### src/rtl/aes_block_cipher_defines.svh
// Assertion macros for the AES block cipher RTL.
// Included by modules that carry concurrent checks; needs signals named clock and reset.
`ifndef AES_BLOCK_CIPHER_DEFINES_SVH
`define AES_BLOCK_CIPHER_DEFINES_SVH
`ifndef SYNTHESIS
`define AES_ASSERT_IMPLY(lbl, ante, cons, msg) \
   lbl: assert property (@(posedge clock) disable iff (reset) (ante) |-> (cons)) \
      else $error(msg);
`define AES_ASSERT_NEXT(lbl, ante, cons, msg) \
   lbl: assert property (@(posedge clock) disable iff (reset) (ante) |=> (cons)) \
      else $error(msg);
`else
`define AES_ASSERT_IMPLY(lbl, ante, cons, msg)
`define AES_ASSERT_NEXT(lbl, ante, cons, msg)
`endif
`endif

### src/rtl/aes_pkg.sv
// Shared types, constants, S-box tables and round functions for the AES block cipher.
// No dependencies.
package aes_pkg;

   localparam int NB = 4;               // columns in the state
   localparam int ROW_W = 32 * NB;      // one round key / state width
   localparam int ROWS = 15;            // round keys for up to 14 rounds

   localparam logic [7:0] RCON_INIT = 8'h01;
   localparam logic [7:0] GF_POLY = 8'h1b;
   localparam logic [7:0] GF_MSB = 8'h80;

   // register indexes
   localparam logic [2:0] CSR_KEY_SIZE = 3'd0;
   localparam logic [2:0] CSR_KEY_W0 = 3'd1;
   localparam logic [2:0] CSR_KEY_W1 = 3'd2;
   localparam logic [2:0] CSR_KEY_W2 = 3'd3;
   localparam logic [2:0] CSR_KEY_W3 = 3'd4;

   // datapath operations
   localparam logic [1:0] OP_HOLD = 2'd0;
   localparam logic [1:0] OP_ADD = 2'd1;
   localparam logic [1:0] OP_ROUND = 2'd2;
   localparam logic [1:0] OP_FINAL = 2'd3;

   typedef struct packed {
      logic       step;
      logic       load;
      logic [2:0] word_idx;
      logic       rot;
      logic       sub4;
      logic [2:0] back_idx;
      logic [1:0] lane;
      logic       row_wr;
      logic       inv_row;
      logic [3:0] row_idx;
   } ke_cmd_type;

   typedef struct packed {
      logic       load;
      logic       rd_en;
      logic [3:0] rd_addr;
      logic [1:0] op;
      logic       out_wr;
   } dp_cmd_type;

   localparam logic [7:0] SBOX [256] = '{
      8'h63, 8'h7c, 8'h77, 8'h7b, 8'hf2, 8'h6b, 8'h6f, 8'hc5,
      8'h30, 8'h01, 8'h67, 8'h2b, 8'hfe, 8'hd7, 8'hab, 8'h76,
      8'hca, 8'h82, 8'hc9, 8'h7d, 8'hfa, 8'h59, 8'h47, 8'hf0,
      8'had, 8'hd4, 8'ha2, 8'haf, 8'h9c, 8'ha4, 8'h72, 8'hc0,
      8'hb7, 8'hfd, 8'h93, 8'h26, 8'h36, 8'h3f, 8'hf7, 8'hcc,
      8'h34, 8'ha5, 8'he5, 8'hf1, 8'h71, 8'hd8, 8'h31, 8'h15,
      8'h04, 8'hc7, 8'h23, 8'hc3, 8'h18, 8'h96, 8'h05, 8'h9a,
      8'h07, 8'h12, 8'h80, 8'he2, 8'heb, 8'h27, 8'hb2, 8'h75,
      8'h09, 8'h83, 8'h2c, 8'h1a, 8'h1b, 8'h6e, 8'h5a, 8'ha0,
      8'h52, 8'h3b, 8'hd6, 8'hb3, 8'h29, 8'he3, 8'h2f, 8'h84,
      8'h53, 8'hd1, 8'h00, 8'hed, 8'h20, 8'hfc, 8'hb1, 8'h5b,
      8'h6a, 8'hcb, 8'hbe, 8'h39, 8'h4a, 8'h4c, 8'h58, 8'hcf,
      8'hd0, 8'hef, 8'haa, 8'hfb, 8'h43, 8'h4d, 8'h33, 8'h85,
      8'h45, 8'hf9, 8'h02, 8'h7f, 8'h50, 8'h3c, 8'h9f, 8'ha8,
      8'h51, 8'ha3, 8'h40, 8'h8f, 8'h92, 8'h9d, 8'h38, 8'hf5,
      8'hbc, 8'hb6, 8'hda, 8'h21, 8'h10, 8'hff, 8'hf3, 8'hd2,
      8'hcd, 8'h0c, 8'h13, 8'hec, 8'h5f, 8'h97, 8'h44, 8'h17,
      8'hc4, 8'ha7, 8'h7e, 8'h3d, 8'h64, 8'h5d, 8'h19, 8'h73,
      8'h60, 8'h81, 8'h4f, 8'hdc, 8'h22, 8'h2a, 8'h90, 8'h88,
      8'h46, 8'hee, 8'hb8, 8'h14, 8'hde, 8'h5e, 8'h0b, 8'hdb,
      8'he0, 8'h32, 8'h3a, 8'h0a, 8'h49, 8'h06, 8'h24, 8'h5c,
      8'hc2, 8'hd3, 8'hac, 8'h62, 8'h91, 8'h95, 8'he4, 8'h79,
      8'he7, 8'hc8, 8'h37, 8'h6d, 8'h8d, 8'hd5, 8'h4e, 8'ha9,
      8'h6c, 8'h56, 8'hf4, 8'hea, 8'h65, 8'h7a, 8'hae, 8'h08,
      8'hba, 8'h78, 8'h25, 8'h2e, 8'h1c, 8'ha6, 8'hb4, 8'hc6,
      8'he8, 8'hdd, 8'h74, 8'h1f, 8'h4b, 8'hbd, 8'h8b, 8'h8a,
      8'h70, 8'h3e, 8'hb5, 8'h66, 8'h48, 8'h03, 8'hf6, 8'h0e,
      8'h61, 8'h35, 8'h57, 8'hb9, 8'h86, 8'hc1, 8'h1d, 8'h9e,
      8'he1, 8'hf8, 8'h98, 8'h11, 8'h69, 8'hd9, 8'h8e, 8'h94,
      8'h9b, 8'h1e, 8'h87, 8'he9, 8'hce, 8'h55, 8'h28, 8'hdf,
      8'h8c, 8'ha1, 8'h89, 8'h0d, 8'hbf, 8'he6, 8'h42, 8'h68,
      8'h41, 8'h99, 8'h2d, 8'h0f, 8'hb0, 8'h54, 8'hbb, 8'h16
   };

   localparam logic [7:0] INV_SBOX [256] = '{
      8'h52, 8'h09, 8'h6a, 8'hd5, 8'h30, 8'h36, 8'ha5, 8'h38,
      8'hbf, 8'h40, 8'ha3, 8'h9e, 8'h81, 8'hf3, 8'hd7, 8'hfb,
      8'h7c, 8'he3, 8'h39, 8'h82, 8'h9b, 8'h2f, 8'hff, 8'h87,
      8'h34, 8'h8e, 8'h43, 8'h44, 8'hc4, 8'hde, 8'he9, 8'hcb,
      8'h54, 8'h7b, 8'h94, 8'h32, 8'ha6, 8'hc2, 8'h23, 8'h3d,
      8'hee, 8'h4c, 8'h95, 8'h0b, 8'h42, 8'hfa, 8'hc3, 8'h4e,
      8'h08, 8'h2e, 8'ha1, 8'h66, 8'h28, 8'hd9, 8'h24, 8'hb2,
      8'h76, 8'h5b, 8'ha2, 8'h49, 8'h6d, 8'h8b, 8'hd1, 8'h25,
      8'h72, 8'hf8, 8'hf6, 8'h64, 8'h86, 8'h68, 8'h98, 8'h16,
      8'hd4, 8'ha4, 8'h5c, 8'hcc, 8'h5d, 8'h65, 8'hb6, 8'h92,
      8'h6c, 8'h70, 8'h48, 8'h50, 8'hfd, 8'hed, 8'hb9, 8'hda,
      8'h5e, 8'h15, 8'h46, 8'h57, 8'ha7, 8'h8d, 8'h9d, 8'h84,
      8'h90, 8'hd8, 8'hab, 8'h00, 8'h8c, 8'hbc, 8'hd3, 8'h0a,
      8'hf7, 8'he4, 8'h58, 8'h05, 8'hb8, 8'hb3, 8'h45, 8'h06,
      8'hd0, 8'h2c, 8'h1e, 8'h8f, 8'hca, 8'h3f, 8'h0f, 8'h02,
      8'hc1, 8'haf, 8'hbd, 8'h03, 8'h01, 8'h13, 8'h8a, 8'h6b,
      8'h3a, 8'h91, 8'h11, 8'h41, 8'h4f, 8'h67, 8'hdc, 8'hea,
      8'h97, 8'hf2, 8'hcf, 8'hce, 8'hf0, 8'hb4, 8'he6, 8'h73,
      8'h96, 8'hac, 8'h74, 8'h22, 8'he7, 8'had, 8'h35, 8'h85,
      8'he2, 8'hf9, 8'h37, 8'he8, 8'h1c, 8'h75, 8'hdf, 8'h6e,
      8'h47, 8'hf1, 8'h1a, 8'h71, 8'h1d, 8'h29, 8'hc5, 8'h89,
      8'h6f, 8'hb7, 8'h62, 8'h0e, 8'haa, 8'h18, 8'hbe, 8'h1b,
      8'hfc, 8'h56, 8'h3e, 8'h4b, 8'hc6, 8'hd2, 8'h79, 8'h20,
      8'h9a, 8'hdb, 8'hc0, 8'hfe, 8'h78, 8'hcd, 8'h5a, 8'hf4,
      8'h1f, 8'hdd, 8'ha8, 8'h33, 8'h88, 8'h07, 8'hc7, 8'h31,
      8'hb1, 8'h12, 8'h10, 8'h59, 8'h27, 8'h80, 8'hec, 8'h5f,
      8'h60, 8'h51, 8'h7f, 8'ha9, 8'h19, 8'hb5, 8'h4a, 8'h0d,
      8'h2d, 8'he5, 8'h7a, 8'h9f, 8'h93, 8'hc9, 8'h9c, 8'hef,
      8'ha0, 8'he0, 8'h3b, 8'h4d, 8'hae, 8'h2a, 8'hf5, 8'hb0,
      8'hc8, 8'heb, 8'hbb, 8'h3c, 8'h83, 8'h53, 8'h99, 8'h61,
      8'h17, 8'h2b, 8'h04, 8'h7e, 8'hba, 8'h77, 8'hd6, 8'h26,
      8'he1, 8'h69, 8'h14, 8'h63, 8'h55, 8'h21, 8'h0c, 8'h7d
   };

   function automatic logic [7:0] xtime(input logic [7:0] b);
      return {b[6:0], 1'b0} ^ (((b & GF_MSB) != 8'h00) ? GF_POLY : 8'h00);
   endfunction

   function automatic logic [31:0] sub_word(input logic [31:0] w);
      logic [31:0] o;
      for (int k = 0; k < 4; k++) o[8*k +: 8] = SBOX[w[8*k +: 8]];
      return o;
   endfunction

   function automatic logic [31:0] mix_col(input logic [31:0] w);
      logic [7:0] a [4];
      logic [31:0] o;
      for (int k = 0; k < 4; k++) a[k] = w[8*k +: 8];
      for (int r = 0; r < 4; r++) begin
         o[8*r +: 8] = xtime(a[r]) ^ xtime(a[(r + 1) & 3]) ^ a[(r + 1) & 3] ^
                       a[(r + 2) & 3] ^ a[(r + 3) & 3];
      end
      return o;
   endfunction

   function automatic logic [31:0] inv_mix_col(input logic [31:0] w);
      logic [7:0] a [4];
      logic [7:0] x2 [4];
      logic [7:0] x4 [4];
      logic [7:0] x8 [4];
      logic [31:0] o;
      for (int k = 0; k < 4; k++) begin
         a[k] = w[8*k +: 8];
         x2[k] = xtime(a[k]);
         x4[k] = xtime(x2[k]);
         x8[k] = xtime(x4[k]);
      end
      for (int r = 0; r < 4; r++) begin
         // 14*a0 ^ 11*a1 ^ 13*a2 ^ 9*a3
         o[8*r +: 8] = (x8[r] ^ x4[r] ^ x2[r]) ^
                       (x8[(r + 1) & 3] ^ x2[(r + 1) & 3] ^ a[(r + 1) & 3]) ^
                       (x8[(r + 2) & 3] ^ x4[(r + 2) & 3] ^ a[(r + 2) & 3]) ^
                       (x8[(r + 3) & 3] ^ a[(r + 3) & 3]);
      end
      return o;
   endfunction

   function automatic logic [ROW_W-1:0] sub_shift(input logic [ROW_W-1:0] s, input logic inv);
      logic [ROW_W-1:0] t;
      logic [7:0] b;
      int src;
      for (int c = 0; c < NB; c++) begin
         for (int r = 0; r < 4; r++) begin
            src = inv ? ((c + 4 - r) & 3) : ((c + r) & 3);
            b = s[8*(4*src + r) +: 8];
            t[8*(4*c + r) +: 8] = inv ? INV_SBOX[b] : SBOX[b];
         end
      end
      return t;
   endfunction

   function automatic logic [ROW_W-1:0] mix_state(input logic [ROW_W-1:0] s, input logic inv);
      logic [ROW_W-1:0] t;
      for (int c = 0; c < NB; c++) begin
         t[32*c +: 32] = inv ? inv_mix_col(s[32*c +: 32]) : mix_col(s[32*c +: 32]);
      end
      return t;
   endfunction

endpackage

### src/rtl/aes_kexp.sv
// Key schedule datapath: key registers, word window, round constant, row assembly.
// Depends on aes_pkg.
module aes_kexp
   import aes_pkg::*;
(
   input  logic             clock,
   input  logic             reset,
   input  logic             csr_we,
   input  logic [2:0]       csr_index,
   input  logic [63:0]      csr_wdata,
   input  ke_cmd_type       ke_cmd,
   output logic [ROW_W-1:0] row_fwd,
   output logic [ROW_W-1:0] row_inv
);

   logic [63:0] key_word_ff [4];
   logic [31:0] win_ff [8];
   logic [31:0] rowbuf_ff [3];
   logic [7:0]  rcon_ff;

   logic [63:0] kw;
   logic [31:0] key_half, prev, back, t, new_word;

   assign kw = key_word_ff[ke_cmd.word_idx[2:1]];
   assign key_half = ke_cmd.word_idx[0] ? kw[63:32] : kw[31:0];
   assign prev = win_ff[0];
   assign back = win_ff[ke_cmd.back_idx];

   always_comb begin
      if (ke_cmd.rot) begin
         t = sub_word({prev[7:0], prev[31:8]}) ^ {24'h000000, rcon_ff};
      end else if (ke_cmd.sub4) begin
         t = sub_word(prev);
      end else begin
         t = prev;
      end
      new_word = ke_cmd.load ? key_half : (back ^ t);
   end

   assign row_fwd = {new_word, rowbuf_ff[2], rowbuf_ff[1], rowbuf_ff[0]};

   always_comb begin
      for (int c = 0; c < NB; c++) begin
         row_inv[32*c +: 32] = ke_cmd.inv_row ? inv_mix_col(row_fwd[32*c +: 32])
                                              : row_fwd[32*c +: 32];
      end
   end

   always_ff @(posedge clock) begin
      if (reset) begin
         for (int k = 0; k < 4; k++) key_word_ff[k] <= 64'd0;
      end else if (csr_we) begin
         unique case (csr_index)
            CSR_KEY_W0: key_word_ff[0] <= csr_wdata;
            CSR_KEY_W1: key_word_ff[1] <= csr_wdata;
            CSR_KEY_W2: key_word_ff[2] <= csr_wdata;
            CSR_KEY_W3: key_word_ff[3] <= csr_wdata;
            default: ;
         endcase
      end
   end

   always_ff @(posedge clock) begin
      if (ke_cmd.step) begin
         win_ff[0] <= new_word;
         for (int k = 1; k < 8; k++) win_ff[k] <= win_ff[k-1];
         if (ke_cmd.lane != 2'b11) rowbuf_ff[ke_cmd.lane] <= new_word;
         if (ke_cmd.load) begin
            rcon_ff <= RCON_INIT;
         end else if (ke_cmd.rot) begin
            rcon_ff <= xtime(rcon_ff);
         end
      end
   end

endmodule

### config.mk
export PLATFORM = sky130hd
export DESIGN_NAME = aes_kexp
export DESIGN_NICKNAME = d
export VERILOG_FILES = /design/src/rtl/aes_block_cipher_defines.svh /design/src/rtl/aes_pkg.sv /design/src/rtl/aes_kexp.sv
export SDC_FILE = /design/constraint.sdc
export NUM_CORES = 2
export LEC_CHECK = 0
export BUFFER_PORTS_ARGS = -buffer_cell sky130_fd_sc_hd__buf_4
export CORE_MARGIN = 1
export CORE_UTILIZATION = 25
export CTS_CLUSTER_SIZE = 25
export DETAILED_ROUTE_END_ITERATION = 8
export PLACE_DENSITY = 0.52
export SYNTH_ARGS = -nofsm -noshare
export SYNTH_HDL_FRONTEND = slang
export SYNTH_SLANG_ARGS = --single-unit
### constraint.sdc
create_clock -name clock -period 7.13 [get_ports clock]
set_clock_uncertainty 0.2 [all_clocks]
set_input_delay 1.426 -clock clock [delete_from_list [all_inputs] [get_ports clock]]
set_output_delay 1.426 -clock clock [all_outputs]
set_load 0.03 [all_outputs]
==> flow_results.org <==
** Setup path
- Of all nets on the critical path, the largest fanout is between 70 and 80.
- Arrival time of data at the critical path endpoint :: about 5600 ps
- Endpoint of the lowest-slack register-to-register path :: win_ff[0][19]
- STA classifies the critical path startpoint as a register.
- Worst R2R Setup Slack :: 2710 ps
- In this run the critical register-to-register path is launched from win_ff[0][25].
- The setup path with the least slack is of type reg2out.
- Worst reg2reg path depth :: 16
- Required arrival time at the worst endpoint :: roughly 5500 ps
- Worst Setup End Kind :: output pin

** STA
- The routed design could run at a clock period as short as 7210 ps.
- Derived from the worst setup path, the maximum achievable clock frequency is between 100 and 150 MHz.
- Hold Vio Cnt, Final :: 0
- Crit share post-route :: 101%
- Final count of pins violating max slew :: 0
- Setup repair after global routing could not meet its margin everywhere.
- In the post-route analysis, the smallest setup slack over all paths is -78.2 ps.
- Min Hold Slack :: roughly 240 ps
- Setup violations remaining at the end of the flow were counted as 7.
- Remaining max-slew budget at the tightest pin :: between 20% and 30%
- Worst Max-Slew Pin Slew :: approximately 1200 ps

** Die
- Top-Level Pins :: 344
- In this run the vertical extent of the chip is ~450 µm.
- Initial core utilization :: between 20% and 30%
- After floorplanning, the core was sized to cover between 150000 and 200000 µm².
- Floorplan die width :: approximately 450 µm
- In this run the core area contains 162 standard-cell rows.
- Die area :: ~200000 µm²

** Synth
- The cell count after synthesis came out at 4633.
- Average size of a mapped cell :: roughly 11 µm²
- Synthesized netlist net count :: 4781
- Fraction of the yosys area taken by sequential cells :: between 30 and 40%
- Fraction of synthesis flops using an asynchronous set or reset pin :: 0%
- Number of distinct library cells after synthesis :: 111
- The synthesized netlist occupies a cell area of ~49000 µm².
- Number of flops mapped to enable cells by yosys :: just over 600
- The synthesized design contains approximately 600 register bits.
- Top_reg_cell synth :: sky130_fd_sc_hd__edfxtp_1
- Warnings, synthesis :: 0

** Power and ir drop
- After layout, the design draws a total of ~24 mW.
- Leakage power :: between 20 and 25 nW
- Across the VDD grid, the largest voltage drop is between 0.0004 and 0.0005 V.
- Pwr dens :: 385 nW/µm²

** Cells and area
- In the layout the commonest cells are sky130_fd_sc_hd__buf_4 (845), sky130_fd_sc_hd__edfxtp_1 (616), sky130_fd_sc_hd__xnor2_1 (603).
- Share of cells above drive strength 1 :: 33.0%
- Layout area overhead :: 28.9%
- Leaving out fill and tap cells, the most frequent cell in the layout is sky130_fd_sc_hd__buf_4.
- Area of the multi-input gates :: roughly 30000 µm²
- Sequential cell area :: 18500 µm²
- In the final design database the tool counted 5373 nets.
- The layout has approximately 20k filler cells.

** Global routing
- The via count of the first global-routing pass was between 40k and 50k.
- Antenna violations before repair :: 12
- Met2 track demand over resource in global routing :: roughly 33%
- The total overflow left after global routing is 0.
- All-layer global routing usage :: between 20% and 30%
- For this run, global-route usage on met1 was measured as ~28%.
- Met3 track utilization from global routing :: between 3 and 4%
- Largest net degree at the start of global routing :: approximately 160
- The first global-routing pass estimated 308000 µm of wire.
- Busiest layer in global routing :: met2

** Placed design
- Detailed placement ended at an HPWL of about 150000 µm.
- Placer's final routability congestion estimate :: roughly 0.98
- Buffers placed on the I/O ports in this run total roughly 340.

** Detailed routing
- DRC marker count from the first detailed-route iteration :: 5102
- The routed design has around 220000 µm of wire.
- DR vias/cell :: 5.40
- Dividing the detail-routed wire length by the instance count gives approximately 27 µm.
- Drt first pass iters :: 5
- Post-detailed-route DRC marker count :: 0
- Antenna violation net count after detailed routing :: 0
- The routed layout has 42.7k vias.

** Clock network
- Insertion delay to the later sink of the worst-skew pair :: between 600 and 700 ps
- Clock transition at the register clock pins on the worst setup and hold paths after CTS :: approximately 70 ps
- TritonCTS built the clock tree.
- Counting along the longest clock path gives a buffer depth of 3.
- Clock tree root buffer cell :: sky130_fd_sc_hd__clkbuf_16
- TritonCTS created between 70 and 80 clock buffers.
- The clock tree synthesis step divided the H-tree into 3 levels.
- CTS Sinks :: around 620

** Status
- Run status :: finished with violations
- Failing checks :: setup timing

** Hold path
- In this run the most critical hold path is launched from win_ff[1][6].
- Path class of the lowest-slack min-delay path :: reg2reg
- The worst hold path terminates at win_ff[2][6].
- Hold-critical path depth :: 0

** Run
- Number of maximum-capacitance constraint violations :: 0
## repair_timing
item / 4_1_cts / 5_1_grt
resized for setup: 230 / 289
cloned: 4 / 2
pin swaps: 42 / 82
endpoints found under the setup margin: 32 / 30
hold buffers: 0 / 0
setup buffers: 39 / 63
## logic make-up after synthesis
logic type               Yosys count  share of synthesized area [%]
AO/OA/AOI/OAI                    990                           14.9
XOR/XNOR                         841                           15.8
adder cells (fa/ha/maj)           60                           1.53
buffers and inverters            517                           4.70
flip-flops                       616                           37.7
multiplexers                     358                           11.5
AND/OR/NAND/NOR                 1251                           13.9
## critical path, stage by stage (launching register included)
cell and delay [ps]:
sky130_fd_sc_hd__edfxtp_1 370, sky130_fd_sc_hd__buf_12 270, sky130_fd_sc_hd__buf_4 260, sky130_fd_sc_hd__mux2i_1 490, sky130_fd_sc_hd__nor3_1 150, sky130_fd_sc_hd__o41a_1 390, sky130_fd_sc_hd__mux4_2 610, sky130_fd_sc_hd__mux2i_1 180
sky130_fd_sc_hd__nor3_2 170, sky130_fd_sc_hd__buf_4 140, sky130_fd_sc_hd__buf_4 120, sky130_fd_sc_hd__inv_1 70, sky130_fd_sc_hd__xnor2_2 220, sky130_fd_sc_hd__xnor3_2 500, sky130_fd_sc_hd__buf_4 170, sky130_fd_sc_hd__xnor2_2 140
sky130_fd_sc_hd__xnor2_1 150, sky130_fd_sc_hd__o21ai_2 240, sky130_fd_sc_hd__buf_6 170
## Yosys cell counts (125+ instances only)
master                     count  share of area, %
sky130_fd_sc_hd__nand2b_1    128               1.6
sky130_fd_sc_hd__edfxtp_1    616                38
sky130_fd_sc_hd__o21ai_0     140               1.4
sky130_fd_sc_hd__xnor2_1     633                11
sky130_fd_sc_hd__nor2_1      173               1.3
sky130_fd_sc_hd__xor2_1      178               3.2
sky130_fd_sc_hd__and2_1      285               3.6
sky130_fd_sc_hd__nand2_1     206               1.6
sky130_fd_sc_hd__clkbuf_1    260               2.0
sky130_fd_sc_hd__a21oi_1     193               2.0
sky130_fd_sc_hd__mux4_2      152               7.0
sky130_fd_sc_hd__buf_2       125               1.3
## through the flow
step / area, µm² / TNS (ps) / util [%] / std cells / worst slack [ps]
finish: 63300 / -239 / 32.5 / 7910 / -78.2
CTS: 61300 / -244 / 31.5 / 7844 / -98.6
floorplan: 49200 / -137 / - / 4633 / -85.1
global route: 63300 / -2640 / 32.4 / 7906 / -290
global placement: 57500 / -226 / 29.5 / 7669 / -145
detailed placement: 57500 / -145 / 29.5 / 7669 / -124
## how the worst max path moves through the flow
stage          slack, ps      endpoint     startpoint
4_1_cts             -100  row_inv[124]   win_ff[0][1]
3_3_place_gp        -140   row_inv[99]  win_ff[0][25]
5_1_grt             -290  row_inv[100]  win_ff[0][25]
3_5_place_dp        -120   row_inv[99]  win_ff[0][25]
6_report             -80  row_inv[110]  win_ff[0][11]
2_1_floorplan        -90   row_inv[99]      ke_cmd[8]
## report_power, final
part           total (mW)  internal (mW)  switching (mW)
registers            4.57           4.34           0.232
clock network        3.76           2.15            1.60
logic                16.0           7.15            8.86
total                24.3           13.6            10.7
## layer usage
| layer | share of wire (%) | vias to the layer above | wire [µm] |
|---|---|---|---|
| met4 | 3.9 | 10 | 8390 |
| li1 | - | 18400 | - |
| met3 | 8.1 | 479 | 17600 |
| met1 | 42 | 21600 | 91400 |
| met2 | 46 | 2239 | 98800 |
| met5 | 0.036 | - | 77 |
## area by class of cell
type / instances / share of cell area (%)
multi-input cells: 3500 / 48.3
repair buffers: 964 / 13.1
clock inverters: 40 / 0.720
inverters: 69 / 0.447
diodes: 5 / 0.0198
well taps: 2624 / 5.19
clock buffers: 92 / 3.03
flip-flops and latches: 616 / 29.2
## state kept, by name, indices dropped and copies added, names as in the netlist
| signal | cells |
|---|---|
| key_word_ff | 256 |
| win_ff | 256 |
| rowbuf_ff | 96 |
| rcon_ff | 8 |
(Power assumes the default switching activity.)
