File: config.mk
export PLATFORM = sky130hd
export DESIGN_NAME = aes_ctrl
export DESIGN_NICKNAME = d
export VERILOG_FILES = /design/src/rtl/aes_pkg.sv /design/src/rtl/aes_ctrl.sv
export VERILOG_INCLUDE_DIRS = /design/src /design/src/rtl
export SDC_FILE = /design/constraint.sdc
export NUM_CORES = 1
export LEC_CHECK = 0
export ABC_AREA = 1
export BUFFER_PORTS_ARGS = -buffer_cell sky130_fd_sc_hd__buf_2
export CELL_PAD_IN_SITES_DETAIL_PLACEMENT = 0
export CELL_PAD_IN_SITES_GLOBAL_PLACEMENT = 1
export CORE_UTILIZATION = 39
export CTS_CLUSTER_SIZE = 28
export DETAILED_ROUTE_END_ITERATION = 8
export HOLD_SLACK_MARGIN = 0.02
export PLACE_DENSITY = 0.83
export SYNTH_ARGS = -nofsm -noshare
export SYNTH_HDL_FRONTEND = slang
export SYNTH_SLANG_ARGS = --single-unit
File: constraint.sdc
create_clock -name clock -period 3.1 [get_ports clock]
set_input_delay 0.62 -clock clock [delete_from_list [all_inputs] [get_ports clock]]
set_output_delay 0.62 -clock clock [all_outputs]
set_load 0.01 [all_outputs]
File: src/rtl/aes_block_cipher_defines.svh
// Assertion macros for the AES block cipher RTL.
// Included by modules that carry concurrent checks; needs signals named clock and reset.
`ifndef AES_BLOCK_CIPHER_DEFINES_SVH
`define AES_BLOCK_CIPHER_DEFINES_SVH
`ifndef SYNTHESIS
`define AES_ASSERT_IMPLY(lbl, ante, cons, msg) \
   lbl: assert property (@(posedge clock) disable iff (reset) (ante) |-> (cons)) \
      else $error(msg);
`define AES_ASSERT_NEXT(lbl, ante, cons, msg) \
   lbl: assert property (@(posedge clock) disable iff (reset) (ante) |=> (cons)) \
      else $error(msg);
`else
`define AES_ASSERT_IMPLY(lbl, ante, cons, msg)
`define AES_ASSERT_NEXT(lbl, ante, cons, msg)
`endif
`endif

File: src/rtl/aes_pkg.sv
// Shared types, constants, S-box tables and round functions for the AES block cipher.
// No dependencies.
package aes_pkg;

   localparam int NB = 4;               // columns in the state
   localparam int ROW_W = 32 * NB;      // one round key / state width
   localparam int ROWS = 15;            // round keys for up to 14 rounds

   localparam logic [7:0] RCON_INIT = 8'h01;
   localparam logic [7:0] GF_POLY = 8'h1b;
   localparam logic [7:0] GF_MSB = 8'h80;

   // register indexes
   localparam logic [2:0] CSR_KEY_SIZE = 3'd0;
   localparam logic [2:0] CSR_KEY_W0 = 3'd1;
   localparam logic [2:0] CSR_KEY_W1 = 3'd2;
   localparam logic [2:0] CSR_KEY_W2 = 3'd3;
   localparam logic [2:0] CSR_KEY_W3 = 3'd4;

   // datapath operations
   localparam logic [1:0] OP_HOLD = 2'd0;
   localparam logic [1:0] OP_ADD = 2'd1;
   localparam logic [1:0] OP_ROUND = 2'd2;
   localparam logic [1:0] OP_FINAL = 2'd3;

   typedef struct packed {
      logic       step;
      logic       load;
      logic [2:0] word_idx;
      logic       rot;
      logic       sub4;
      logic [2:0] back_idx;
      logic [1:0] lane;
      logic       row_wr;
      logic       inv_row;
      logic [3:0] row_idx;
   } ke_cmd_type;

   typedef struct packed {
      logic       load;
      logic       rd_en;
      logic [3:0] rd_addr;
      logic [1:0] op;
      logic       out_wr;
   } dp_cmd_type;

   localparam logic [7:0] SBOX [256] = '{
      8'h63, 8'h7c, 8'h77, 8'h7b, 8'hf2, 8'h6b, 8'h6f, 8'hc5,
      8'h30, 8'h01, 8'h67, 8'h2b, 8'hfe, 8'hd7, 8'hab, 8'h76,
      8'hca, 8'h82, 8'hc9, 8'h7d, 8'hfa, 8'h59, 8'h47, 8'hf0,
      8'had, 8'hd4, 8'ha2, 8'haf, 8'h9c, 8'ha4, 8'h72, 8'hc0,
      8'hb7, 8'hfd, 8'h93, 8'h26, 8'h36, 8'h3f, 8'hf7, 8'hcc,
      8'h34, 8'ha5, 8'he5, 8'hf1, 8'h71, 8'hd8, 8'h31, 8'h15,
      8'h04, 8'hc7, 8'h23, 8'hc3, 8'h18, 8'h96, 8'h05, 8'h9a,
      8'h07, 8'h12, 8'h80, 8'he2, 8'heb, 8'h27, 8'hb2, 8'h75,
      8'h09, 8'h83, 8'h2c, 8'h1a, 8'h1b, 8'h6e, 8'h5a, 8'ha0,
      8'h52, 8'h3b, 8'hd6, 8'hb3, 8'h29, 8'he3, 8'h2f, 8'h84,
      8'h53, 8'hd1, 8'h00, 8'hed, 8'h20, 8'hfc, 8'hb1, 8'h5b,
      8'h6a, 8'hcb, 8'hbe, 8'h39, 8'h4a, 8'h4c, 8'h58, 8'hcf,
      8'hd0, 8'hef, 8'haa, 8'hfb, 8'h43, 8'h4d, 8'h33, 8'h85,
      8'h45, 8'hf9, 8'h02, 8'h7f, 8'h50, 8'h3c, 8'h9f, 8'ha8,
      8'h51, 8'ha3, 8'h40, 8'h8f, 8'h92, 8'h9d, 8'h38, 8'hf5,
      8'hbc, 8'hb6, 8'hda, 8'h21, 8'h10, 8'hff, 8'hf3, 8'hd2,
      8'hcd, 8'h0c, 8'h13, 8'hec, 8'h5f, 8'h97, 8'h44, 8'h17,
      8'hc4, 8'ha7, 8'h7e, 8'h3d, 8'h64, 8'h5d, 8'h19, 8'h73,
      8'h60, 8'h81, 8'h4f, 8'hdc, 8'h22, 8'h2a, 8'h90, 8'h88,
      8'h46, 8'hee, 8'hb8, 8'h14, 8'hde, 8'h5e, 8'h0b, 8'hdb,
      8'he0, 8'h32, 8'h3a, 8'h0a, 8'h49, 8'h06, 8'h24, 8'h5c,
      8'hc2, 8'hd3, 8'hac, 8'h62, 8'h91, 8'h95, 8'he4, 8'h79,
      8'he7, 8'hc8, 8'h37, 8'h6d, 8'h8d, 8'hd5, 8'h4e, 8'ha9,
      8'h6c, 8'h56, 8'hf4, 8'hea, 8'h65, 8'h7a, 8'hae, 8'h08,
      8'hba, 8'h78, 8'h25, 8'h2e, 8'h1c, 8'ha6, 8'hb4, 8'hc6,
      8'he8, 8'hdd, 8'h74, 8'h1f, 8'h4b, 8'hbd, 8'h8b, 8'h8a,
      8'h70, 8'h3e, 8'hb5, 8'h66, 8'h48, 8'h03, 8'hf6, 8'h0e,
      8'h61, 8'h35, 8'h57, 8'hb9, 8'h86, 8'hc1, 8'h1d, 8'h9e,
      8'he1, 8'hf8, 8'h98, 8'h11, 8'h69, 8'hd9, 8'h8e, 8'h94,
      8'h9b, 8'h1e, 8'h87, 8'he9, 8'hce, 8'h55, 8'h28, 8'hdf,
      8'h8c, 8'ha1, 8'h89, 8'h0d, 8'hbf, 8'he6, 8'h42, 8'h68,
      8'h41, 8'h99, 8'h2d, 8'h0f, 8'hb0, 8'h54, 8'hbb, 8'h16
   };

   localparam logic [7:0] INV_SBOX [256] = '{
      8'h52, 8'h09, 8'h6a, 8'hd5, 8'h30, 8'h36, 8'ha5, 8'h38,
      8'hbf, 8'h40, 8'ha3, 8'h9e, 8'h81, 8'hf3, 8'hd7, 8'hfb,
      8'h7c, 8'he3, 8'h39, 8'h82, 8'h9b, 8'h2f, 8'hff, 8'h87,
      8'h34, 8'h8e, 8'h43, 8'h44, 8'hc4, 8'hde, 8'he9, 8'hcb,
      8'h54, 8'h7b, 8'h94, 8'h32, 8'ha6, 8'hc2, 8'h23, 8'h3d,
      8'hee, 8'h4c, 8'h95, 8'h0b, 8'h42, 8'hfa, 8'hc3, 8'h4e,
      8'h08, 8'h2e, 8'ha1, 8'h66, 8'h28, 8'hd9, 8'h24, 8'hb2,
      8'h76, 8'h5b, 8'ha2, 8'h49, 8'h6d, 8'h8b, 8'hd1, 8'h25,
      8'h72, 8'hf8, 8'hf6, 8'h64, 8'h86, 8'h68, 8'h98, 8'h16,
      8'hd4, 8'ha4, 8'h5c, 8'hcc, 8'h5d, 8'h65, 8'hb6, 8'h92,
      8'h6c, 8'h70, 8'h48, 8'h50, 8'hfd, 8'hed, 8'hb9, 8'hda,
      8'h5e, 8'h15, 8'h46, 8'h57, 8'ha7, 8'h8d, 8'h9d, 8'h84,
      8'h90, 8'hd8, 8'hab, 8'h00, 8'h8c, 8'hbc, 8'hd3, 8'h0a,
      8'hf7, 8'he4, 8'h58, 8'h05, 8'hb8, 8'hb3, 8'h45, 8'h06,
      8'hd0, 8'h2c, 8'h1e, 8'h8f, 8'hca, 8'h3f, 8'h0f, 8'h02,
      8'hc1, 8'haf, 8'hbd, 8'h03, 8'h01, 8'h13, 8'h8a, 8'h6b,
      8'h3a, 8'h91, 8'h11, 8'h41, 8'h4f, 8'h67, 8'hdc, 8'hea,
      8'h97, 8'hf2, 8'hcf, 8'hce, 8'hf0, 8'hb4, 8'he6, 8'h73,
      8'h96, 8'hac, 8'h74, 8'h22, 8'he7, 8'had, 8'h35, 8'h85,
      8'he2, 8'hf9, 8'h37, 8'he8, 8'h1c, 8'h75, 8'hdf, 8'h6e,
      8'h47, 8'hf1, 8'h1a, 8'h71, 8'h1d, 8'h29, 8'hc5, 8'h89,
      8'h6f, 8'hb7, 8'h62, 8'h0e, 8'haa, 8'h18, 8'hbe, 8'h1b,
      8'hfc, 8'h56, 8'h3e, 8'h4b, 8'hc6, 8'hd2, 8'h79, 8'h20,
      8'h9a, 8'hdb, 8'hc0, 8'hfe, 8'h78, 8'hcd, 8'h5a, 8'hf4,
      8'h1f, 8'hdd, 8'ha8, 8'h33, 8'h88, 8'h07, 8'hc7, 8'h31,
      8'hb1, 8'h12, 8'h10, 8'h59, 8'h27, 8'h80, 8'hec, 8'h5f,
      8'h60, 8'h51, 8'h7f, 8'ha9, 8'h19, 8'hb5, 8'h4a, 8'h0d,
      8'h2d, 8'he5, 8'h7a, 8'h9f, 8'h93, 8'hc9, 8'h9c, 8'hef,
      8'ha0, 8'he0, 8'h3b, 8'h4d, 8'hae, 8'h2a, 8'hf5, 8'hb0,
      8'hc8, 8'heb, 8'hbb, 8'h3c, 8'h83, 8'h53, 8'h99, 8'h61,
      8'h17, 8'h2b, 8'h04, 8'h7e, 8'hba, 8'h77, 8'hd6, 8'h26,
      8'he1, 8'h69, 8'h14, 8'h63, 8'h55, 8'h21, 8'h0c, 8'h7d
   };

   function automatic logic [7:0] xtime(input logic [7:0] b);
      return {b[6:0], 1'b0} ^ (((b & GF_MSB) != 8'h00) ? GF_POLY : 8'h00);
   endfunction

   function automatic logic [31:0] sub_word(input logic [31:0] w);
      logic [31:0] o;
      for (int k = 0; k < 4; k++) o[8*k +: 8] = SBOX[w[8*k +: 8]];
      return o;
   endfunction

   function automatic logic [31:0] mix_col(input logic [31:0] w);
      logic [7:0] a [4];
      logic [31:0] o;
      for (int k = 0; k < 4; k++) a[k] = w[8*k +: 8];
      for (int r = 0; r < 4; r++) begin
         o[8*r +: 8] = xtime(a[r]) ^ xtime(a[(r + 1) & 3]) ^ a[(r + 1) & 3] ^
                       a[(r + 2) & 3] ^ a[(r + 3) & 3];
      end
      return o;
   endfunction

   function automatic logic [31:0] inv_mix_col(input logic [31:0] w);
      logic [7:0] a [4];
      logic [7:0] x2 [4];
      logic [7:0] x4 [4];
      logic [7:0] x8 [4];
      logic [31:0] o;
      for (int k = 0; k < 4; k++) begin
         a[k] = w[8*k +: 8];
         x2[k] = xtime(a[k]);
         x4[k] = xtime(x2[k]);
         x8[k] = xtime(x4[k]);
      end
      for (int r = 0; r < 4; r++) begin
         // 14*a0 ^ 11*a1 ^ 13*a2 ^ 9*a3
         o[8*r +: 8] = (x8[r] ^ x4[r] ^ x2[r]) ^
                       (x8[(r + 1) & 3] ^ x2[(r + 1) & 3] ^ a[(r + 1) & 3]) ^
                       (x8[(r + 2) & 3] ^ x4[(r + 2) & 3] ^ a[(r + 2) & 3]) ^
                       (x8[(r + 3) & 3] ^ a[(r + 3) & 3]);
      end
      return o;
   endfunction

   function automatic logic [ROW_W-1:0] sub_shift(input logic [ROW_W-1:0] s, input logic inv);
      logic [ROW_W-1:0] t;
      logic [7:0] b;
      int src;
      for (int c = 0; c < NB; c++) begin
         for (int r = 0; r < 4; r++) begin
            src = inv ? ((c + 4 - r) & 3) : ((c + r) & 3);
            b = s[8*(4*src + r) +: 8];
            t[8*(4*c + r) +: 8] = inv ? INV_SBOX[b] : SBOX[b];
         end
      end
      return t;
   endfunction

   function automatic logic [ROW_W-1:0] mix_state(input logic [ROW_W-1:0] s, input logic inv);
      logic [ROW_W-1:0] t;
      for (int c = 0; c < NB; c++) begin
         t[32*c +: 32] = inv ? inv_mix_col(s[32*c +: 32]) : mix_col(s[32*c +: 32]);
      end
      return t;
   endfunction

endpackage

File: src/rtl/aes_ctrl.sv
// Controller for the AES block cipher: key expansion sequencing and round sequencing.
// Depends on aes_pkg and aes_block_cipher_defines.svh.
`include "aes_block_cipher_defines.svh"
module aes_ctrl
   import aes_pkg::*;
(
   input  logic       clock,
   input  logic       reset,
   input  logic       req_valid,
   input  logic       req_action,
   output logic       req_ready,
   output logic       rsp_valid,
   input  logic       rsp_ready,
   input  logic       csr_we,
   input  logic [2:0] csr_index,
   input  logic [1:0] csr_size,
   output ke_cmd_type ke_cmd,
   output dp_cmd_type dp_cmd
);

   localparam logic [1:0] ST_EXPAND = 2'd0;
   localparam logic [1:0] ST_IDLE = 2'd1;
   localparam logic [1:0] ST_FETCH = 2'd2;
   localparam logic [1:0] ST_ROUND = 2'd3;

   logic [1:0] state_ff, state_in;
   logic [1:0] key_size_ff, key_size_in;
   logic [5:0] i_ff, i_in;
   logic [2:0] j_ff, j_in;
   logic [3:0] cnt_ff, cnt_in;
   logic [3:0] addr_ff, addr_in;
   logic       dec_ff, dec_in;
   logic       rsp_valid_ff, rsp_valid_in;

   logic [1:0] sel;
   logic [2:0] nk_m1;
   logic [3:0] nr;
   logic [5:0] last_word;
   logic       cfg_start;
   logic       out_free;
   logic [3:0] addr_step;

   assign sel = (key_size_ff == 2'd3) ? 2'd2 : key_size_ff;
   assign nk_m1 = 3'd3 + {sel, 1'b0};
   assign nr = 4'd10 + {1'b0, sel, 1'b0};
   assign last_word = {nr, 2'b11};
   assign cfg_start = csr_we && (csr_index <= CSR_KEY_W3);
   assign out_free = !rsp_valid_ff || rsp_ready;
   assign addr_step = dec_ff ? (addr_ff - 4'd1) : (addr_ff + 4'd1);

   assign req_ready = (state_ff == ST_IDLE);
   assign rsp_valid = rsp_valid_ff;

   always_comb begin
      state_in = state_ff;
      key_size_in = key_size_ff;
      i_in = i_ff;
      j_in = j_ff;
      cnt_in = cnt_ff;
      addr_in = addr_ff;
      dec_in = dec_ff;
      ke_cmd = '0;
      dp_cmd = '0;
      dp_cmd.op = OP_HOLD;
      dp_cmd.rd_addr = addr_ff;

      unique case (state_ff)
         ST_EXPAND: begin
            ke_cmd.step = 1'b1;
            ke_cmd.load = (i_ff <= {3'b000, nk_m1});
            ke_cmd.word_idx = i_ff[2:0];
            ke_cmd.rot = !ke_cmd.load && (j_ff == 3'd0);
            ke_cmd.sub4 = !ke_cmd.load && (nk_m1 == 3'd7) && (j_ff == 3'd4);
            ke_cmd.back_idx = nk_m1;
            ke_cmd.lane = i_ff[1:0];
            ke_cmd.row_wr = (i_ff[1:0] == 2'b11);
            ke_cmd.row_idx = i_ff[5:2];
            ke_cmd.inv_row = (i_ff[5:2] != 4'd0) && (i_ff[5:2] != nr);
            i_in = i_ff + 6'd1;
            j_in = (j_ff == nk_m1) ? 3'd0 : j_ff + 3'd1;
            if (i_ff == last_word) begin
               state_in = ST_IDLE;
            end
         end
         ST_IDLE: begin
            if (req_valid) begin
               dp_cmd.load = 1'b1;
               dec_in = req_action;
               addr_in = req_action ? nr : 4'd0;
               state_in = ST_FETCH;
            end
         end
         ST_FETCH: begin
            dp_cmd.rd_en = 1'b1;
            addr_in = addr_step;
            cnt_in = 4'd0;
            state_in = ST_ROUND;
         end
         ST_ROUND: begin
            if (cnt_ff == 4'd0) begin
               dp_cmd.op = OP_ADD;
            end else if (cnt_ff == nr) begin
               dp_cmd.op = OP_FINAL;
            end else begin
               dp_cmd.op = OP_ROUND;
            end
            if (cnt_ff != nr) begin
               dp_cmd.rd_en = 1'b1;
               addr_in = addr_step;
               cnt_in = cnt_ff + 4'd1;
            end else if (out_free) begin
               dp_cmd.out_wr = 1'b1;
               state_in = ST_IDLE;
            end
         end
         default: begin
            state_in = ST_EXPAND;
         end
      endcase

      // any key or key-size write restarts the schedule
      if (cfg_start) begin
         if (csr_index == CSR_KEY_SIZE) key_size_in = csr_size;
         i_in = 6'd0;
         j_in = 3'd0;
         state_in = ST_EXPAND;
      end
   end

   assign rsp_valid_in = dp_cmd.out_wr || (rsp_valid_ff && !rsp_ready);

   always_ff @(posedge clock) begin
      if (reset) begin
         state_ff <= ST_EXPAND;
         key_size_ff <= 2'd0;
         i_ff <= 6'd0;
         j_ff <= 3'd0;
         cnt_ff <= 4'd0;
         addr_ff <= 4'd0;
         dec_ff <= 1'b0;
         rsp_valid_ff <= 1'b0;
      end else begin
         state_ff <= state_in;
         key_size_ff <= key_size_in;
         i_ff <= i_in;
         j_ff <= j_in;
         cnt_ff <= cnt_in;
         addr_ff <= addr_in;
         dec_ff <= dec_in;
         rsp_valid_ff <= rsp_valid_in;
      end
   end

   `AES_ASSERT_IMPLY(a_out_slot_free, dp_cmd.out_wr, !rsp_valid_ff || rsp_ready, "result overwritten")
   `AES_ASSERT_NEXT(a_accept_fetch, req_valid && req_ready && !cfg_start, state_ff == ST_FETCH, "no fetch after accept")
   `AES_ASSERT_IMPLY(a_expand_bound, state_ff == ST_EXPAND, i_ff <= last_word, "key schedule overrun")
   `AES_ASSERT_IMPLY(a_round_bound, state_ff == ST_ROUND, cnt_ff <= nr, "round count overrun")

endmodule

==> results.sh, run 1 <==
export IMPL_max_stage_delay_ns=0.46
export IMPL_swShare_pct=38.4
export IMPL_ant_nets=0
export IMPL_avgRoutedWirePerCell_um=11.4
export IMPL_placedCellCount=312
export IMPL_critPathKind="flop to output port"
export IMPL_antenna_found_initial=0
export IMPL_setup_viol=0
export IMPL_nFillCells=418
export IMPL_min_delay_path_depth=2
export IMPL_start_util_pct=41.7
export IMPL_power_mw=0.878
export IMPL_cts_tree="done"
export IMPL_ir_drop_mv=0.250
export IMPL_power_frac_seq_pct=40.7
export IMPL_setup_worst_path_end="ke_cmd[12]"
export IMPL_dp_slack_ns=0.858
export IMPL_cts_buffers=3
export IMPL_insertion_delay_ns=0.27
export IMPL_final_cells=316
export IMPL_final_core_util_pct=48.9
export IMPL_drt_pass1_iterations=4
export IMPL_path_clk_slew_ns=0.09
export IMPL_grt_pass1_wl_um=6060
export IMPL_max_clock_freq_mhz=399
export IMPL_ioPinCount=40
export IMPL_layout_drive_gt1_share_pct=21.3
export IMPL_crit_slowest_cell="dfxtp_1"
export IMPL_synth_seq_cells=23
export IMPL_drv_cap=0
export IMPL_hold_viol=0
export IMPL_clock_path_buffers=2
export IMPL_yosys_area_top_type_share_pct=29.5
export IMPL_track_usage_pct=18.4
export IMPL_syn_inst=230
export IMPL_slew_headroom_pct=64.6
export IMPL_path_depth=10
export IMPL_fin_skew_ns=0.0110
export IMPL_critPathTopFamily="simple AND/OR/NAND/NOR gates"
export IMPL_power_density_mw_per_mm2=480
export IMPL_p_sw_mw=0.337
export IMPL_io_buffer_count=39
export IMPL_placed_cell_area_mm2=0.00178
export IMPL_clock_sinks=23
export IMPL_rows=22
export IMPL_worstPathArrival_ns=1.89
export IMPL_diodes=0
export IMPL_setup_ws_ns=0.592
export IMPL_die_w_um=65.3
export IMPL_grt_setup_unrepaired="no"
export IMPL_route_vias_total=1525
export IMPL_dp_hpwl_um=2800
export IMPL_grt_overflow_total=0
export IMPL_critPathCaptureType="output port"
export IMPL_drt_iter0_markers=74
export IMPL_start_kind="flop"
export IMPL_status="finished clean"
export IMPL_synthesis_area_mm2=0.00156
export IMPL_final_cell_area_mm2=0.00183
export IMPL_crit_top_cell="nand3_1"
export IMPL_yosysTopAreaCell="dfxtp_1"
export IMPL_coreArea_mm2=0.00374
export IMPL_comb_power_share_pct=37.6
export IMPL_wl_um=3610
export IMPL_cp_cell_sequence="inv_2, nand2_2, inv_1, ha_1, nand3_1, o21ai_0, nand3_1, nand2_1, nor3_1, buf_2"
export IMPL_cts_hold_buf=0
export IMPL_cts_setup_buffers=0
export IMPL_syn2layout_area_growth_pct=17.2
export IMPL_cts_resized=0
export IMPL_synth_cell_types=28
export IMPL_post_route_period_util_pct=80.9
export IMPL_crit_start="key_size_ff[1]$_SDFFE_PP0P_"
export IMPL_hold_slack_ns=0.494
export IMPL_leakagePower_nw=0.962
export IMPL_synth_area_leaders="dfxtp_1 30%, ha_1 11%, nand2_1 9.4%, inv_1 9.1%, nor2_1 6.7%"
export IMPL_drcViolationCount=0
export IMPL_die_area_mm2=0.00426
export IMPL_yosysWarningCount=0
export IMPL_nNetsFinal=295
export IMPL_yosysSeqAreaShare_pct=29.5
export IMPL_via_per_inst=4.83
export IMPL_finalCriticalPeriod_ns=2.51
export IMPL_grt_max_degree=18
export IMPL_min_path_type="flop to flop"
export IMPL_maxSlewViolCount=0
export IMPL_rr_endpoint="addr_ff[2]$_SDFFE_PP0P_"
export IMPL_path_buf_inv=3
export IMPL_crit_required_ns=2.48
export IMPL_fin_setup_tns_ns=0
export IMPL_syn_nets=256
export IMPL_worstMarginPinSlew_ns=0.529
export IMPL_grt_pass1_vias=1339
export IMPL_worstRegToRegCells=7
export IMPL_crit_fanout=6
export IMPL_root_buffer="clkbuf_8"
export IMPL_syn_avg_cell_area_um2=6.78
export IMPL_die_y_um=65.3
export IMPL_reg2reg_from="state_ff[0]$_SDFFE_PP0P_"
export IMPL_gp_congestion=0.790
export IMPL_htree_levels=1
export IMPL_clkPwrFrac_pct=21.6
export IMPL_p_int_mw=0.541
export IMPL_r2r_setup_slack_ns=1.23
==> worst register-to-register path: stages (launching register included) <==
cell and delay, ns:
dfxtp_1 0.42, inv_1 0.09, ha_1 0.21, nor2_1 0.43, nand2_1 0.21, o22ai_1 0.22
nand3_1 0.10, a21oi_1 0.14
==> registers in the layout, indices dropped and copies added, names as in the netlist <==
| register | cells |
|---|---|
| state_ff | 2 |
| dec_ff | 1 |
| rsp_valid | 1 |
| cnt_ff | 4 |
| j_ff | 3 |
| key_size_ff | 2 |
| addr_ff | 4 |
| i_ff | 6 |
==> power by group through the flow <==
| stage | clock network, mW | registers (mW) | logic [mW] |
|---|---|---|---|
| floorplan | 0 | 0.365 | 0.234 |
| global placement | 0 | 0.364 | 0.333 |
| detailed placement | 0 | 0.365 | 0.331 |
| CTS | 0.195 | 0.358 | 0.333 |
| global route | 0.207 | 0.362 | 0.379 |
| finish | 0.190 | 0.358 | 0.331 |
==> placed cells by master, fill, tap and decap left out, types with 2 or more instances in the layout <==
| cell | Yosys | routed |
|---|---|---|
| nand2_1 | 39 | 39 |
| buf_2 | 1 | 39 |
| inv_1 | 38 | 38 |
| nor2_1 | 28 | 28 |
| dfxtp_1 | 23 | 23 |
| a21oi_1 | 19 | 19 |
| o21ai_0 | 15 | 15 |
| ha_1 | 14 | 14 |
| nand3_1 | 13 | 13 |
| nor3_1 | 6 | 6 |
| nand2_2 | 5 | 5 |
| o22ai_1 | 3 | 3 |
| xor2_1 | 3 | 3 |
| clkbuf_8 | 0 | 3 |
| nor2_2 | 2 | 2 |
| nor2_4 | 2 | 2 |
| nand2_4 | 2 | 2 |
| a31oi_1 | 2 | 2 |
| o21ai_1 | 2 | 2 |
==> cells by family after synthesis <==
| logic type | Yosys count | share of synthesized area, % |
|---|---|---|
| compound gates | 46 | 16.1 |
| flops | 23 | 29.5 |
| xor+xnor | 3 | 1.68 |
| simple gates | 98 | 28.3 |
| buf+inv | 45 | 11.9 |
| fa+ha+maj | 15 | 12.5 |
==> per-layer routing <==
| layer | wire length, µm | part of all wire (%) | track usage, % | up-vias |
|---|---|---|---|---|
| met5 | 0 | 0 | 0 | - |
| li1 | - | - | - | 812 |
| met1 | 1930 | 53 | 26.3 | 683 |
| met4 | 55 | 1.5 | 7.34 | 0 |
| met3 | 103 | 2.9 | 2.08 | 5 |
| met2 | 1520 | 42 | 27.8 | 25 |
==> final cells by class <==
class	count	area (µm²)	area share (%)
Clock buffer	4	45.0	2.46
Inverter	39	146	8.00
Multi-Input combinational cell	162	915	50.0
Sequential cell	23	460	25.2
Tap cell	48	60.1	3.28
Timing Repair Buffer	40	203	11.1
==> cells in the mapped netlist (all sizes together) <==
| library cell | count |
|---|---|
| a211oi | 1 |
| a21oi | 20 |
| a221oi | 1 |
| a31oi | 2 |
| buf | 5 |
| clkbuf | 1 |
| dfxtp | 23 |
| fa | 1 |
| ha | 14 |
| inv | 39 |
| nand2 | 46 |
| nand3 | 13 |
| nor2 | 32 |
| nor3 | 6 |
| o211ai | 1 |
| o21a | 1 |
| o21ai | 17 |
| o22ai | 3 |
| or2 | 1 |
| xor2 | 3 |
==> worst min path at each step <==
stage	from	to	slack (ns)
after detailed placement	addr_ff[2]$_SDFFE_PP0P_	addr_ff[2]$_SDFFE_PP0P_	0.48
final	addr_ff[2]$_SDFFE_PP0P_	addr_ff[2]$_SDFFE_PP0P_	0.49
after floorplan	cnt_ff[1]$_SDFFE_PP0P_	cnt_ff[1]$_SDFFE_PP0P_	0.46
after global placement	addr_ff[2]$_SDFFE_PP0P_	addr_ff[2]$_SDFFE_PP0P_	0.49
after CTS	addr_ff[2]$_SDFFE_PP0P_	addr_ff[2]$_SDFFE_PP0P_	0.50
after global routing	addr_ff[2]$_SDFFE_PP0P_	addr_ff[2]$_SDFFE_PP0P_	0.52
No activity file was read; power rests on OpenSTA's default activity.
==> inputs of run 2 (changes only) <==
--- a/config.mk
+++ b/config.mk
@@ -10,11 +10,11 @@
 export BUFFER_PORTS_ARGS = -buffer_cell sky130_fd_sc_hd__buf_2
 export CELL_PAD_IN_SITES_DETAIL_PLACEMENT = 0
 export CELL_PAD_IN_SITES_GLOBAL_PLACEMENT = 1
-export CORE_UTILIZATION = 39
+export CORE_UTILIZATION = 33
 export CTS_CLUSTER_SIZE = 28
 export DETAILED_ROUTE_END_ITERATION = 8
 export HOLD_SLACK_MARGIN = 0.02
-export PLACE_DENSITY = 0.83
+export PLACE_DENSITY = 0.74
 export SYNTH_ARGS = -nofsm -noshare
 export SYNTH_HDL_FRONTEND = slang
 export SYNTH_SLANG_ARGS = --single-unit
==> constraint.sdc (replaced) <==
create_clock -name clock -period 2.25 [get_ports clock]
set_input_delay 0.45 -clock clock [delete_from_list [all_inputs] [get_ports clock]]
set_output_delay 0.45 -clock clock [all_outputs]
set_load 0.01 [all_outputs]
==> run 2 against run 1 <==
  * The flow now finishes with violations (DRC)
  * Non-clock buffer count rose by 4
  * Final cell count rose by 2.5%
  * Largest power group is now combinational logic
  * Sequential share of layout area fell by 0.58 points
  * Routed wire length rose by 4.9%
  * Clock power rose by 36%
  * Largest cell class unchanged
  * Register-to-register slack got worse by 0.68 ns
  * Die area rose by 18%
==> results.sh, run 2 (synthesis gave the netlist of run 1 again) <==
export IMPL_crit_fanout=6
export IMPL_layout_drive_gt1_share_pct=24.6
export IMPL_final_common_cell="buf_2"
export IMPL_critPathCaptureType="output port"
export IMPL_max_stage_delay_ns=0.39
export IMPL_nNetsFinal=299
export IMPL_ioPinCount=40
export IMPL_start_util_pct=35.1
export IMPL_hold_viol=0
export IMPL_leakagePower_nw=0.997
export IMPL_power_frac_seq_pct=39.4
export IMPL_placedCellCount=318
export IMPL_finalCriticalPeriod_ns=2.13
export IMPL_swShare_pct=38.0
export IMPL_fin_setup_tns_ns=0
export IMPL_route_vias_total=1534
export IMPL_drcViolationCount=6
export IMPL_largest_reg_flops=6
export IMPL_via_per_inst=4.73
export IMPL_die_area_mm2=0.00501
export IMPL_avgRoutedWirePerCell_um=11.7
export IMPL_rows=24
export IMPL_clkPwrFrac_pct=20.7
export IMPL_min_path_type="primary input to flop"
export IMPL_slew_headroom_pct=76.5
export IMPL_violations="DRC"
export IMPL_clock_path_buffers=2
export IMPL_final_cells=324
export IMPL_cp_cell_sequence="inv_1, ha_1, inv_1, buf_4, nor2_1, buf_2"
export IMPL_syn2layout_area_growth_pct=22.0
export IMPL_gp_congestion=0.755
export IMPL_io_buffer_count=39
export IMPL_drv_cap=0
export IMPL_grt_pass1_vias=1419
export IMPL_crit_required_ns=1.80
export IMPL_drt_pass1_iterations=6
export IMPL_final_cell_mix="39 x buf_2, 38 x nand2_1, 37 x inv_1, 28 x nor2_1, 21 x dfxtp_1"
export IMPL_maxSlewViolCount=0
export IMPL_post_route_period_util_pct=94.6
export IMPL_regMostFlops="i_ff"
export IMPL_dp_hpwl_um=2960
export IMPL_setup_viol=0
export IMPL_path_buf_inv=4
export IMPL_placed_cell_area_mm2=0.00182
export IMPL_die_y_um=70.8
export IMPL_r2r_setup_slack_ns=0.55
export IMPL_worstMarginPinSlew_ns=0.352
export IMPL_insertion_delay_ns=0.26
export IMPL_antenna_found_initial=0
export IMPL_die_w_um=70.8
export IMPL_reg_top3="i_ff: 6 flops, addr_ff: 4 flops, cnt_ff: 4 flops"
export IMPL_ant_nets=0
export IMPL_final_cell_area_mm2=0.00190
export IMPL_hold_slack_ns=0.412
export IMPL_coreArea_mm2=0.00444
export IMPL_critPathKind="flop to output port"
export IMPL_crit_slowest_cell="ha_1"
export IMPL_htree_levels=1
export IMPL_worstPathArrival_ns=1.68
export IMPL_power_density_mw_per_mm2=657
export IMPL_max_clock_freq_mhz=470
export IMPL_critPathTopFamily="buffers and inverters"
export IMPL_cts_hold_buf=0
export IMPL_p_sw_mw=0.476
export IMPL_grt_max_degree=14
export IMPL_status="finished, violations left"
export IMPL_fin_skew_ns=0.00288
export IMPL_start_kind="flop"
export IMPL_root_buffer="clkbuf_8"
export IMPL_p_int_mw=0.775
export IMPL_path_clk_slew_ns=0.08
export IMPL_crit_top_cell="inv_1"
export IMPL_cts_tree="done"
export IMPL_comb_power_share_pct=39.9
export IMPL_clock_sinks=23
export IMPL_cts_buffers=3
export IMPL_ir_drop_mv=0.417
export IMPL_diodes=0
export IMPL_wl_um=3790
export IMPL_track_usage_pct=16.0
export IMPL_grt_overflow_total=0
export IMPL_grt_pass1_wl_um=6400
export IMPL_drt_iter0_markers=73
run 2: cell types whose count changed in the layout (fill, tap and decap cells not counted), sizes merged:
cell	previous run	this run
buf	40	44
clkbuf	4	3
clkinv	0	1
run 2: final timing paths:
kind	startpoint	to	depth (start not counted)
hold / removal	reset	rsp_valid$_SDFF_PP0_	2
setup / recovery	state_ff[1]$_SDFFE_PP0P_	ke_cmd[9]	6
hold reg to reg	addr_ff[2]$_SDFFE_PP0P_	addr_ff[2]$_SDFFE_PP0P_	2
setup reg to reg	state_ff[1]$_SDFFE_PP0P_	j_ff[2]$_SDFFE_PP0P_	8
run 2: worst register-to-register path, stage by stage (launching register included):
cell and delay, ns:
dfxtp_1 0.34, inv_1 0.12, ha_1 0.39, buf_12 0.18, nand2_1 0.05, inv_1 0.07
o21ai_0 0.08, a211oi_1 0.27, nor3_1 0.08
run 2: cell type report:
type                    count  area [µm²]
fillers                   510        2540
multi-input cells         162         932
flip-flops and latches     23         468
repair buffers             44         245
inverters                  39         146
well taps                  52        65.1
clock buffers               3        41.3
clock inverters             1        5.00
run 2: power groups by stage:
stage,logic [mW],registers [mW],clock network [mW]
after floorplan,0.322,0.502,0
after global placement,0.497,0.503,0
after detailed placement,0.491,0.505,0
after CTS,0.495,0.494,0.269
after global routing,0.562,0.501,0.286
final,0.498,0.493,0.259
run 2: repair_timing:
item / 4_1_cts / 5_1_grt
endpoints found under the setup margin: 2 / 3
gates resized for setup: 3 / 7
pin swaps: 0 / 3
setup buffers: 0 / 2
endpoints found under the hold margin: 0 / 0
run 2: per-stage QoR:
step	total power, mW	util (%)	setup slack, ns
after floorplan	0.824	-	0.391
final	1.25	42.8	0.121
after global routing	1.35	42.8	-0.00130
after global placement	1.00	40.9	0.251
after detailed placement	0.996	40.9	0.203
after CTS	1.26	42.0	0.0106
run 2: metal layers:
layer | vias up | track usage, % | share of wire [%]
li1 | 824 | - | -
met1 | 686 | 22.1 | 51
met2 | 22 | 25.1 | 44
met3 | 2 | 3.56 | 3.5
met4 | 0 | 4.44 | 0.87
met5 | - | 0 | 0
